[src/rtl/core/swm_pkg.sv]
// Shared constants, command/status types and helpers for the sliding window maximum.
// Depends on nothing; used by the controller, the datapath and the top level.
package swm_pkg;

   // Deque storage depth and the widths that follow from it.
   localparam int MAX_WINDOW = 64;
   localparam int ADDR_W     = $clog2(MAX_WINDOW);
   localparam int CNT_W      = $clog2(MAX_WINDOW) + 1;
   localparam int POS_W      = CNT_W;

   // Field widths fixed by the interface.
   localparam int DATA_W = 32;
   localparam int WIN_W  = 7;

   // Commands from the controller to the datapath.
   typedef struct packed {
      logic start;      // take the input item
      logic rd_tail;    // read the tail entry
      logic rd_head;    // read the head entry
      logic pop_tail;   // drop the tail entry
      logic pop_head;   // drop the head entry
      logic head_keep;  // keep the head value just read
      logic append;     // write the sample and issue the result
   } cmd_type;

   // Status from the datapath to the controller.
   typedef struct packed {
      logic empty;      // deque holds no entries
      logic tail_le;    // read tail value is not greater than the sample
      logic head_old;   // read head entry has left the window
      logic out_free;   // result register can take a new item this cycle
   } status_type;

   // Ring buffer slot of an offset from the head, wrapped at the depth.
   function automatic logic [ADDR_W-1:0] slot(input logic [ADDR_W-1:0] head,
                                              input logic [CNT_W-1:0]  offset);
      logic [CNT_W:0] sum;
      sum = (CNT_W+1)'(head) + (CNT_W+1)'(offset);
      if (sum >= (CNT_W+1)'(MAX_WINDOW)) begin
         sum = sum - (CNT_W+1)'(MAX_WINDOW);
      end
      return ADDR_W'(sum);
   endfunction

endpackage

[src/rtl/core/swm_ctrl.sv]
// Sequencer of the sliding window maximum: tail pops, head pops, then append.
// Depends on swm_pkg for the command and status types.
module swm_ctrl (
   input  logic                clock,
   input  logic                reset,
   input  logic                req_valid,
   output logic                req_stall,
   input  swm_pkg::status_type status,
   output swm_pkg::cmd_type    cmd
);

   localparam logic [2:0] ST_IDLE     = 3'd0;
   localparam logic [2:0] ST_TAIL_REQ = 3'd1;
   localparam logic [2:0] ST_TAIL_CHK = 3'd2;
   localparam logic [2:0] ST_HEAD_REQ = 3'd3;
   localparam logic [2:0] ST_HEAD_CHK = 3'd4;
   localparam logic [2:0] ST_APPEND   = 3'd5;

   logic [2:0] state_ff;
   logic [2:0] state_in;

   // Only an idle sequencer takes a new item.
   assign req_stall = (state_ff != ST_IDLE);

   // Next state and commands.
   always_comb begin
      state_in = state_ff;
      cmd      = '0;
      case (state_ff)
         ST_IDLE: begin
            if (req_valid) begin
               cmd.start = 1'b1;
               state_in  = ST_TAIL_REQ;
            end
         end
         ST_TAIL_REQ: begin
            if (status.empty) begin
               state_in = ST_HEAD_REQ;
            end else begin
               cmd.rd_tail = 1'b1;
               state_in    = ST_TAIL_CHK;
            end
         end
         ST_TAIL_CHK: begin
            if (status.tail_le) begin
               cmd.pop_tail = 1'b1;
               state_in     = ST_TAIL_REQ;
            end else begin
               state_in = ST_HEAD_REQ;
            end
         end
         ST_HEAD_REQ: begin
            if (status.empty) begin
               state_in = ST_APPEND;
            end else begin
               cmd.rd_head = 1'b1;
               state_in    = ST_HEAD_CHK;
            end
         end
         ST_HEAD_CHK: begin
            if (status.head_old) begin
               cmd.pop_head = 1'b1;
               state_in     = ST_HEAD_REQ;
            end else begin
               cmd.head_keep = 1'b1;
               state_in      = ST_APPEND;
            end
         end
         ST_APPEND: begin
            if (status.out_free) begin
               cmd.append = 1'b1;
               state_in   = ST_IDLE;
            end
         end
         default: begin
            state_in = ST_IDLE;
         end
      endcase
   end

   // State register.
   always_ff @(posedge clock) begin
      if (reset) begin
         state_ff <= ST_IDLE;
      end else begin
         state_ff <= state_in;
      end
   end

endmodule

[src/rtl/core/swm_dp.sv]
// Datapath of the sliding window maximum: deque ring buffer, pointers and result register.
// Depends on swm_pkg for widths, the slot helper and the command and status types.
module swm_dp (
   input  logic                              clock,
   input  logic                              reset,
   input  logic signed [swm_pkg::DATA_W-1:0] req_sample,
   input  logic                              req_sequence_start,
   input  logic                              csr_we,
   input  logic [swm_pkg::WIN_W-1:0]         csr_wdata,
   output logic                              rsp_valid,
   input  logic                              rsp_stall,
   output logic signed [swm_pkg::DATA_W-1:0] rsp_window_max,
   input  swm_pkg::cmd_type                  cmd,
   output swm_pkg::status_type               status
);

   // Deque storage.
   logic signed [swm_pkg::DATA_W-1:0] cand_value_ff [swm_pkg::MAX_WINDOW];
   logic [swm_pkg::POS_W-1:0]         cand_pos_ff   [swm_pkg::MAX_WINDOW];

   logic [swm_pkg::WIN_W-1:0]         window_ff;
   logic [swm_pkg::ADDR_W-1:0]        head_ff, head_in;
   logic [swm_pkg::CNT_W-1:0]         count_ff, count_in;
   logic [swm_pkg::POS_W-1:0]         pos_ff, pos_in;
   logic [swm_pkg::CNT_W-1:0]         seen_ff, seen_in;
   logic signed [swm_pkg::DATA_W-1:0] smp_ff;
   logic signed [swm_pkg::DATA_W-1:0] rd_value_ff;
   logic [swm_pkg::POS_W-1:0]         rd_pos_ff;
   logic signed [swm_pkg::DATA_W-1:0] head_val_ff;
   logic                              rsp_valid_ff, rsp_valid_in;
   logic signed [swm_pkg::DATA_W-1:0] rsp_data_ff;

   logic [swm_pkg::CNT_W-1:0]         weff;
   logic [swm_pkg::ADDR_W-1:0]        rd_addr;
   logic [swm_pkg::ADDR_W-1:0]        wr_addr;
   logic [swm_pkg::POS_W-1:0]         age;
   logic                              produce;

   // Effective window: zero acts as one, large values saturate at the depth.
   always_comb begin
      if (window_ff == '0) begin
         weff = swm_pkg::CNT_W'(1);
      end else if (int'(window_ff) > swm_pkg::MAX_WINDOW) begin
         weff = swm_pkg::CNT_W'(swm_pkg::MAX_WINDOW);
      end else begin
         weff = swm_pkg::CNT_W'(window_ff);
      end
   end

   // Read address is the tail slot or the head slot; write goes past the tail.
   assign rd_addr = cmd.rd_tail ? swm_pkg::slot(head_ff, count_ff - swm_pkg::CNT_W'(1))
                                : head_ff;
   assign wr_addr = swm_pkg::slot(head_ff, count_ff);

   // Status toward the controller.
   assign age             = pos_ff - rd_pos_ff;
   assign status.empty    = (count_ff == '0);
   assign status.tail_le  = (rd_value_ff <= smp_ff);
   assign status.head_old = (age >= weff);
   assign status.out_free = !rsp_valid_ff || !rsp_stall;

   // A result leaves once the sequence holds a full window.
   assign produce = (((seen_ff < weff) ? seen_ff + swm_pkg::CNT_W'(1) : seen_ff) >= weff);

   // Pointer and counter updates.
   always_comb begin
      head_in  = head_ff;
      count_in = count_ff;
      pos_in   = pos_ff;
      seen_in  = seen_ff;
      if (cmd.start && req_sequence_start) begin
         head_in  = '0;
         count_in = '0;
         pos_in   = '0;
         seen_in  = '0;
      end
      if (cmd.pop_tail) begin
         count_in = count_ff - swm_pkg::CNT_W'(1);
      end
      if (cmd.pop_head) begin
         head_in  = swm_pkg::slot(head_ff, swm_pkg::CNT_W'(1));
         count_in = count_ff - swm_pkg::CNT_W'(1);
      end
      if (cmd.append) begin
         count_in = count_ff + swm_pkg::CNT_W'(1);
         pos_in   = pos_ff + swm_pkg::POS_W'(1);
         if (seen_ff < weff) begin
            seen_in = seen_ff + swm_pkg::CNT_W'(1);
         end
      end
   end

   // Result register handshake.
   always_comb begin
      rsp_valid_in = rsp_valid_ff;
      if (rsp_valid_ff && !rsp_stall) begin
         rsp_valid_in = 1'b0;
      end
      if (cmd.append && produce) begin
         rsp_valid_in = 1'b1;
      end
   end

   // Control registers.
   always_ff @(posedge clock) begin
      if (reset) begin
         window_ff    <= swm_pkg::WIN_W'(1);
         head_ff      <= '0;
         count_ff     <= '0;
         pos_ff       <= '0;
         seen_ff      <= '0;
         rsp_valid_ff <= 1'b0;
      end else begin
         if (csr_we) begin
            window_ff <= csr_wdata;
         end
         head_ff      <= head_in;
         count_ff     <= count_in;
         pos_ff       <= pos_in;
         seen_ff      <= seen_in;
         rsp_valid_ff <= rsp_valid_in;
      end
   end

   // Deque memory with registered read.
   always_ff @(posedge clock) begin
      if (cmd.append) begin
         cand_value_ff[wr_addr] <= smp_ff;
         cand_pos_ff[wr_addr]   <= pos_ff;
      end
      if (cmd.rd_tail || cmd.rd_head) begin
         rd_value_ff <= cand_value_ff[rd_addr];
         rd_pos_ff   <= cand_pos_ff[rd_addr];
      end
   end

   // Payload registers: sample, surviving head value and result.
   always_ff @(posedge clock) begin
      if (cmd.start) begin
         smp_ff <= req_sample;
      end
      if (cmd.head_keep) begin
         head_val_ff <= rd_value_ff;
      end
      if (cmd.append && produce) begin
         rsp_data_ff <= status.empty ? smp_ff : head_val_ff;
      end
   end

   assign rsp_valid      = rsp_valid_ff;
   assign rsp_window_max = rsp_data_ff;

`ifndef SYNTH
   // The deque never holds more entries than the storage depth.
   assert property (@(posedge clock) disable iff (reset)
      count_ff <= swm_pkg::CNT_W'(swm_pkg::MAX_WINDOW))
      else $error("deque count beyond storage depth");

   // A tail pop is only issued on a non-empty deque.
   assert property (@(posedge clock) disable iff (reset)
      cmd.pop_tail |-> (count_ff != '0))
      else $error("tail pop on empty deque");

   // A new result only appears after an append.
   assert property (@(posedge clock) disable iff (reset)
      $rose(rsp_valid_ff) |-> $past(cmd.append))
      else $error("result without append");

   // An append never overwrites a result that is still stalled.
   assert property (@(posedge clock) disable iff (reset)
      cmd.append |-> !(rsp_valid_ff && rsp_stall))
      else $error("append over a stalled result");
`endif

endmodule

[src/rtl/core/sliding_window_maximum_top.sv]
// Top level of the sliding window maximum: joins the sequencer and the datapath.
// Depends on swm_pkg, swm_ctrl and swm_dp.
//
//   channel   direction  handshake          payload
//   req       in         req_valid/stall    req_sample[31:0], req_sequence_start
//   rsp       out        rsp_valid/stall    rsp_window_max[31:0]
//   csr       in         csr_we             csr_wdata[6:0] (window size)
//
// Each accepted item first drops the tail entries that are not above it, then the head
// entries that have left the window, and is then appended; each check is one read
// of the deque memory plus one compare. A new item is taken only once the sequencer
// is idle. Reset is synchronous; it clears the pointers and sets the window to one.
// A stalled result holds its register; the next item is taken meanwhile and waits in
// its append step until the result register frees.
module sliding_window_maximum_top (
   input  logic                              clock,
   input  logic                              reset,
   input  logic                              req_valid,
   output logic                              req_stall,
   input  logic signed [swm_pkg::DATA_W-1:0] req_sample,
   input  logic                              req_sequence_start,
   output logic                              rsp_valid,
   input  logic                              rsp_stall,
   output logic signed [swm_pkg::DATA_W-1:0] rsp_window_max,
   input  logic                              csr_we,
   input  logic [swm_pkg::WIN_W-1:0]         csr_wdata
);

   swm_pkg::cmd_type    cmd;
   swm_pkg::status_type status;

   // Sequencer.
   swm_ctrl u_ctrl (
      .clock     (clock),
      .reset     (reset),
      .req_valid (req_valid),
      .req_stall (req_stall),
      .status    (status),
      .cmd       (cmd)
   );

   // Datapath.
   swm_dp u_dp (
      .clock              (clock),
      .reset              (reset),
      .req_sample         (req_sample),
      .req_sequence_start (req_sequence_start),
      .csr_we             (csr_we),
      .csr_wdata          (csr_wdata),
      .rsp_valid          (rsp_valid),
      .rsp_stall          (rsp_stall),
      .rsp_window_max     (rsp_window_max),
      .cmd                (cmd),
      .status             (status)
   );

endmodule

[config.mk]
export PLATFORM = sky130hd
export DESIGN_NAME = sliding_window_maximum_top
export DESIGN_NICKNAME = d
export VERILOG_FILES = /design/src/rtl/core/swm_pkg.sv /design/src/rtl/core/swm_ctrl.sv /design/src/rtl/core/swm_dp.sv /design/src/rtl/core/sliding_window_maximum_top.sv
export SDC_FILE = /design/constraint.sdc
export NUM_CORES = 2
export LEC_CHECK = 0
export BUFFER_PORTS_ARGS = -buffer_cell sky130_fd_sc_hd__buf_2
export CAP_MARGIN = 20
export CORE_MARGIN = 3
export CORE_UTILIZATION = 57
export DETAILED_ROUTE_END_ITERATION = 7
export PLACE_DENSITY = 0.73
export SLEW_MARGIN = 20
export SYNTH_ARGS = -nofsm -noshare
export SYNTH_HDL_FRONTEND = slang
export SYNTH_SLANG_ARGS = --single-unit
[constraint.sdc]
create_clock -name clock -period 4.8 [get_ports clock]
set_input_delay 0.48 -clock clock [delete_from_list [all_inputs] [get_ports clock]]
set_output_delay 0.48 -clock clock [all_outputs]
set_load 0.05 [all_outputs]
# After elaboration in Yosys (flattened, before gate mapping)
# Memory sizes are Yosys's and may differ from the RTL's. A register that Yosys moved wholly into a read port is not among the register bits.
# Cells that the tools add are included.
# word_totals
n_memories	2
input_bits	45
ram_bits	2496
word_cells	95
ff_bits	134
# memory_table
memory	depth	width	rd	rd_clocked_by_memory_dff	write_ports	line_no	text
u_dp.cand_value_ff	64	32	1	1	1	swm_dp.sv:18	logic signed [swm_pkg::DATA_W-1:0] cand_value_ff [swm_pkg::MAX_WINDOW];
u_dp.cand_pos_ff	64	7	1	1	1	swm_dp.sv:19	logic [swm_pkg::POS_W-1:0] cand_pos_ff [swm_pkg::MAX_WINDOW];
# classes
n_eq_ne	7
addsub	11
mux	41
n_reduce_logical	16
order_cmp	8
# ops
op	count
two-way mux 7 bit	11
two-way mux 6 bit	6
<= comparator 32 bit	1
two-way mux 32 bit	1
adder 7 x 1 -> 7 bit (second input constant)	3
case mux 3 bit (6 select lines)	1
subtractor 6 x 1 -> 6 bit (second input constant)	3
two-way mux 1 bit	17
adder 6 x 7 -> 8 bit	2
greater-or-equal comparator 8 x 7 -> 1 bit (second input constant)	2
greater-or-equal comparator 7 bit	2
logical NOT 7 bit	2
two-way mux 3 bit	3
adder 6 x 1 -> 7 bit (second input constant)	1
greater-or-equal comparator 7 bit (second input constant)	1
> comparator 7 bit (second input constant)	1
< comparator 7 bit	1
subtractor 7 x 1 -> 7 bit (second input constant)	1
subtractor 7 bit	1
equality test 3 x 2 -> 1 bit (second input constant)	2
equality test 3 bit (second input constant)	2
nonzero test 2 bit	3
two-way mux 2 bit	2
!= test 2 bit (second input constant)	2
8 further kinds	12

# Logic depth before layout (Yosys ltp)
# logic_depth
depth_word	8
depth_mapped	19

# Modules after synthesis
# A second synthesis with hierarchy kept.
# hier_totals
cells_unflattened	5081
hier_area_um2	104062.3
# modules_own_cells
mod	instances	seq_area_each_um2	cells_each	area_each_um2
swm_dp	1	79706.4	5047	103784.5
swm_ctrl	1	60.1	34	277.8

# Worst setup path before layout
# Ideal clock, no wire load.
# synth_path
path_type	register to register
startpoint	register u_dp.pos_ff[2] in the netlist's numbering
endpoint	register u_dp.head_val_ff[0] in the netlist's numbering (enable)
path_slack_ns	0.177
required_ns	4.379
arrival_ns	4.202
stages_incl_launch_ff	11
n_path_buf	0
setup_ns	0.421
period_less_slack_ns	4.623
cell_sequence	dfxtp_1 -> ha_1 -> a21o_1 -> a21oi_1 -> o21bai_1 -> a21oi_1 -> xnor2_1 -> ha_1 -> a21oi_1 -> o21ai_0 -> nor2_1
# synth_lines
item	line_no	text
start: declaration	swm_dp.sv:24	logic [swm_pkg::POS_W-1:0] pos_ff, pos_in;
start signal: assignment	swm_dp.sv:119	pos_ff <= pos_in;
end signal: assignment	swm_dp.sv:143	head_val_ff <= rd_value_ff;
end: declaration	swm_dp.sv:29	logic signed [swm_pkg::DATA_W-1:0] head_val_ff;

# Worst setup path in the final report
# layout_path
startpoint	register u_dp.count_ff[0] in the netlist's numbering
endpoint	register u_dp.rd_value_ff[18] in the netlist's numbering (read register of u_dp.cand_value_ff) (data pin)
# layout_between
elab_chain_len	5
elab_cells_between_ends	11
# layout_rtl
item	line_no	text
start: declaration	swm_dp.sv:23	logic [swm_pkg::CNT_W-1:0] count_ff, count_in;
start signal: assignment	swm_dp.sv:118	count_ff <= count_in;
subtractor 7 x 1 -> 7 bit	swm_dp.sv:51	assign rd_addr = cmd.rd_tail ? swm_pkg::slot(head_ff, count_ff - swm_pkg::CNT_W'(1))
adder 6 x 7 -> 8 bit	swm_pkg.sv:38	sum = (CNT_W+1)'(head) + (CNT_W+1)'(offset);
greater-or-equal comparator 8 x 7 -> 1 bit or subtractor 6 x 1 -> 6 bit (tied branches)	swm_pkg.sv:39, swm_pkg.sv:40	
two-way mux 6 bit	swm_pkg.sv:39	if (sum >= (CNT_W+1)'(MAX_WINDOW)) begin
two-way mux 6 bit	swm_dp.sv:51	
end: declaration	swm_dp.sv:27	logic signed [swm_pkg::DATA_W-1:0] rd_value_ff;
# Several ways; a longest one is shown, not always the timed one.
# A chain may end at the register's enable or synchronous reset.

==> summary.txt <==
CTS
  • CTS tree: yes
  • Clock Latency Late Sink: about 0.93 ns
  • Clock-pin transition on the worst setup and hold timing paths: roughly 0.060 ns
  • Clock sink count: between 2k and 3k
  • H-tree Lvls: 5
  • Clock Tree Buf Depth: 4
  • Cell at the root of the clock tree: clkbuf_16
  • TritonCTS buffer count: roughly 280

Synth
  • Synth area leader: edfxtp_1
  • Library cells used by synthesis: 60
  • Top cells by area, synth: edfxtp_1, nand2_1, nand3_1
  • Synth Warn #: 0
  • Number of flops mapped to enable cells by yosys: 2,631
  • Register area share after synthesis: between 70% and 80%
  • Post-Syn Area: ~110,000 um2
  • Post-Syn Nets: 7,978
  • Gate Count Post-Synth: between 7k and 8k
  • Most common cell in the netlist: edfxtp_1
  • Mapped Avg Cell Area: roughly 14 um2
  • Post-synth top area share: around 74%
  • Post-synth ARST share: 0%
  • Commonest cells post-synth: edfxtp_1, nand2_1, nand3_1
  • Synth Flop Type: edfxtp_1
  • #FFs+latches synth: between 2k and 3k

Floorplanning
  • Die Width: 438 um
  • Die area: 192,000 um2
  • Die height: 438 um
  • CORE AREA: between 150,000 and 200,000 um2
  • I/O pins: 79
  • # rows: roughly 160
  • Initial Util: between 50% and 60%

Route
  • Post-DRT Antenna Nets: 0
  • Post-Route WL: roughly 300 mm
  • DR WL/cell: between 20 and 30 um
  • Initial DRC count: 9,874
  • Vias: about 69k
  • # DRC: 0
  • Initial DRT Pass Iterations: 8
  • Via density: between 6 and 7

Power and ir drop
  • VDD IR max: 0.865 mV
  • Leakage: between 40 and 50 nW
  • Power per Cell Area: roughly 660 nW/um2
  • Total Power: around 80 mW

Min path
  • Worst Hold Class: in2reg

Placement
  • Pre-CTS setup slack: -0.0183 ns
  • Port buffer count: 78
  • Placed Cells: 10.3k
  • DP HPWL: approximately 160 mm
  • Final GP Congestion: ~0.9
  • Post-DP Area: 112,000 um2

Cells and area
  • Area grow syn2layout: 13.9%
  • Filler instances: 12.6k
  • Share of layout cells above drive strength 1: between 10% and 20%
  • Non-Filler Instances: about 11k
  • Fin util: about 66%
  • Fin area: approximately 120,000 um2
  • Final-stage net count: slightly above 8k

Global route
  • Initial antenna violation count: 14
  • Gr usage total: between 30% and 40%
  • Aggregate global routing overflow: 0
  • Largest net degree at the start of global routing: 108
  • Global-route wire length before repair: around 430 mm
  • Vias in the first global route: about 66k

STA
  • Final worst-path cycle share: a little over nine tenths
  • Final min period: ~4.7 ns
  • Slew Viols, Final: 0
  • RSZ-0062 raised after global routing: false
  • Worst slew pin tran: 1.06 ns
  • Setup TNS: 0 ns
  • Max Freq: roughly 0.21 GHz
  • Final Hold Fails: 0
  • Final setup fails: 0
  • Smallest hold slack: approximately 0.1 ns
  • Post-route worst setup slack: 0.0935 ns
  • Final Skew: about 0.045 ns
  • Worst relative slew slack: 29.6%

Status
  • Status: finished, final reports clean

Setup path
  • Crit end category: flop
  • Crit path DAT: 5.30 ns
  • CP max FO: 35
  • Crit path kind: reg2reg
  • Startpoint Class: flop
  • WP data required: between 5 and 6 ns

Run
  • # Max-Cap Violations: 0
sequential cells by signal, summed over array words and instances, names as in the netlist, 32 cells and up:
| name | flops |
|---|---|
| u_dp.rd_value_ff | 32 |
| u_dp.rsp_window_max | 32 |
| u_dp.head_val_ff | 32 |
| u_dp.smp_ff | 32 |
| u_dp.cand_value_ff | 2048 |
| u_dp.cand_pos_ff | 448 |
power breakdown:
group	switching, mW	internal (mW)	leakage (nW)
Clock	8.40	11.5	4.04
Sequential	0.588	27.4	24.2
Combinational	21.6	10.2	14.7
cell usage in the layout, fill, tap and decap left out, types with 13 or more instances in the layout:
| cell | instances |
|---|---|
| a21o_1 | 15 |
| a21oi_1 | 50 |
| a221oi_1 | 75 |
| a22oi_1 | 35 |
| a31oi_1 | 236 |
| a32o_1 | 78 |
| a32oi_1 | 78 |
| and3_1 | 245 |
| buf_12 | 111 |
| buf_2 | 78 |
| buf_4 | 247 |
| bufinv_16 | 15 |
| clkbuf_1 | 52 |
| clkbuf_16 | 283 |
| clkinv_1 | 58 |
| clkinv_2 | 41 |
| dfxtp_1 | 31 |
| dlygate4sd3_1 | 47 |
| edfxtp_1 | 2631 |
| ha_1 | 74 |
| inv_1 | 56 |
| mux2i_1 | 245 |
| nand2_1 | 2264 |
| nand3_1 | 885 |
| nor2_1 | 59 |
| nor2_4 | 69 |
| o21ai_0 | 59 |
| o221ai_1 | 38 |
| xnor2_1 | 22 |
| xor2_1 | 13 |
cell families (layout without fill, tap and decap cells):
kind of cell	count (synthesis)	in the layout	synth area share, %
XOR/XNOR	35	35	0.288
multiplexers	251	253	2.37
buffers and inverters	551	1000	2.25
adder cells (fa/ha/maj)	77	77	0.927
AO/OA/AOI/OAI	705	705	4.88
other	0	6	0
AND/OR/NAND/NOR	3568	3568	14.3
flip-flops	2669	2669	75.0
layer usage:
layer / up-vias / routed length (um) / GRT usage [%]
li1: 29600 / - / -
met1: 33600 / 109000 / 41.7
met2: 4605 / 135000 / 46.5
met3: 706 / 38700 / 8.00
met4: 12 / 12600 / 12.6
met5: - / 91 / 0
worst max-delay path: stages, from the launching register on:
cell and delay (ns):
dfxtp_1 0.49, inv_1 0.15, ha_1 0.21, nor4b_2 0.17, a2111o_2 0.72, mux2_8 0.62
buf_12 0.29, buf_12 0.20, nand2_1 0.08, and3_1 0.14, a31oi_1 0.04, a32o_1 0.25
a221oi_1 0.67, o221ai_1 0.28
layout make-up:
cell class | count | area, um2 | share of cell area [%]
antenna | 6 | 15.0 | 0.0124
clock buffer | 336 | 7290 | 6.02
clock inverter | 124 | 953 | 0.787
inverter | 56 | 210 | 0.173
multi-input combinational | 4638 | 24900 | 20.5
sequential | 2669 | 79800 | 65.8
tap | 2464 | 3080 | 2.54
timing repair buffer | 484 | 4960 | 4.10
what timing repair did:
item                                    in CTS  in global routing
hold endpoints to repair                    40                  0
setup buffers                                0                  0
gates resized for setup                      1                  6
pin swaps                                    0                  0
endpoints found under the setup margin       2                 10
hold buffers                                47                  0
gates cloned                                 1                  1
path summary, 6_finish.rpt:
path | from | endpoint | slack, ns | cells past startpoint
hold reg to reg | u_dp.rd_value_ff[5] | u_dp.head_val_ff[5] | 0.45 | 0
setup / recovery | u_dp.count_ff[0] | u_dp.rd_value_ff[18] | 0.09 | 13
hold / removal | reset | u_dp.window_ff[4] | 0.1 | 2
setup reg to reg | u_dp.count_ff[0] | u_dp.rd_value_ff[18] | 0.09 | 13
(Power assumes the default switching activity.)
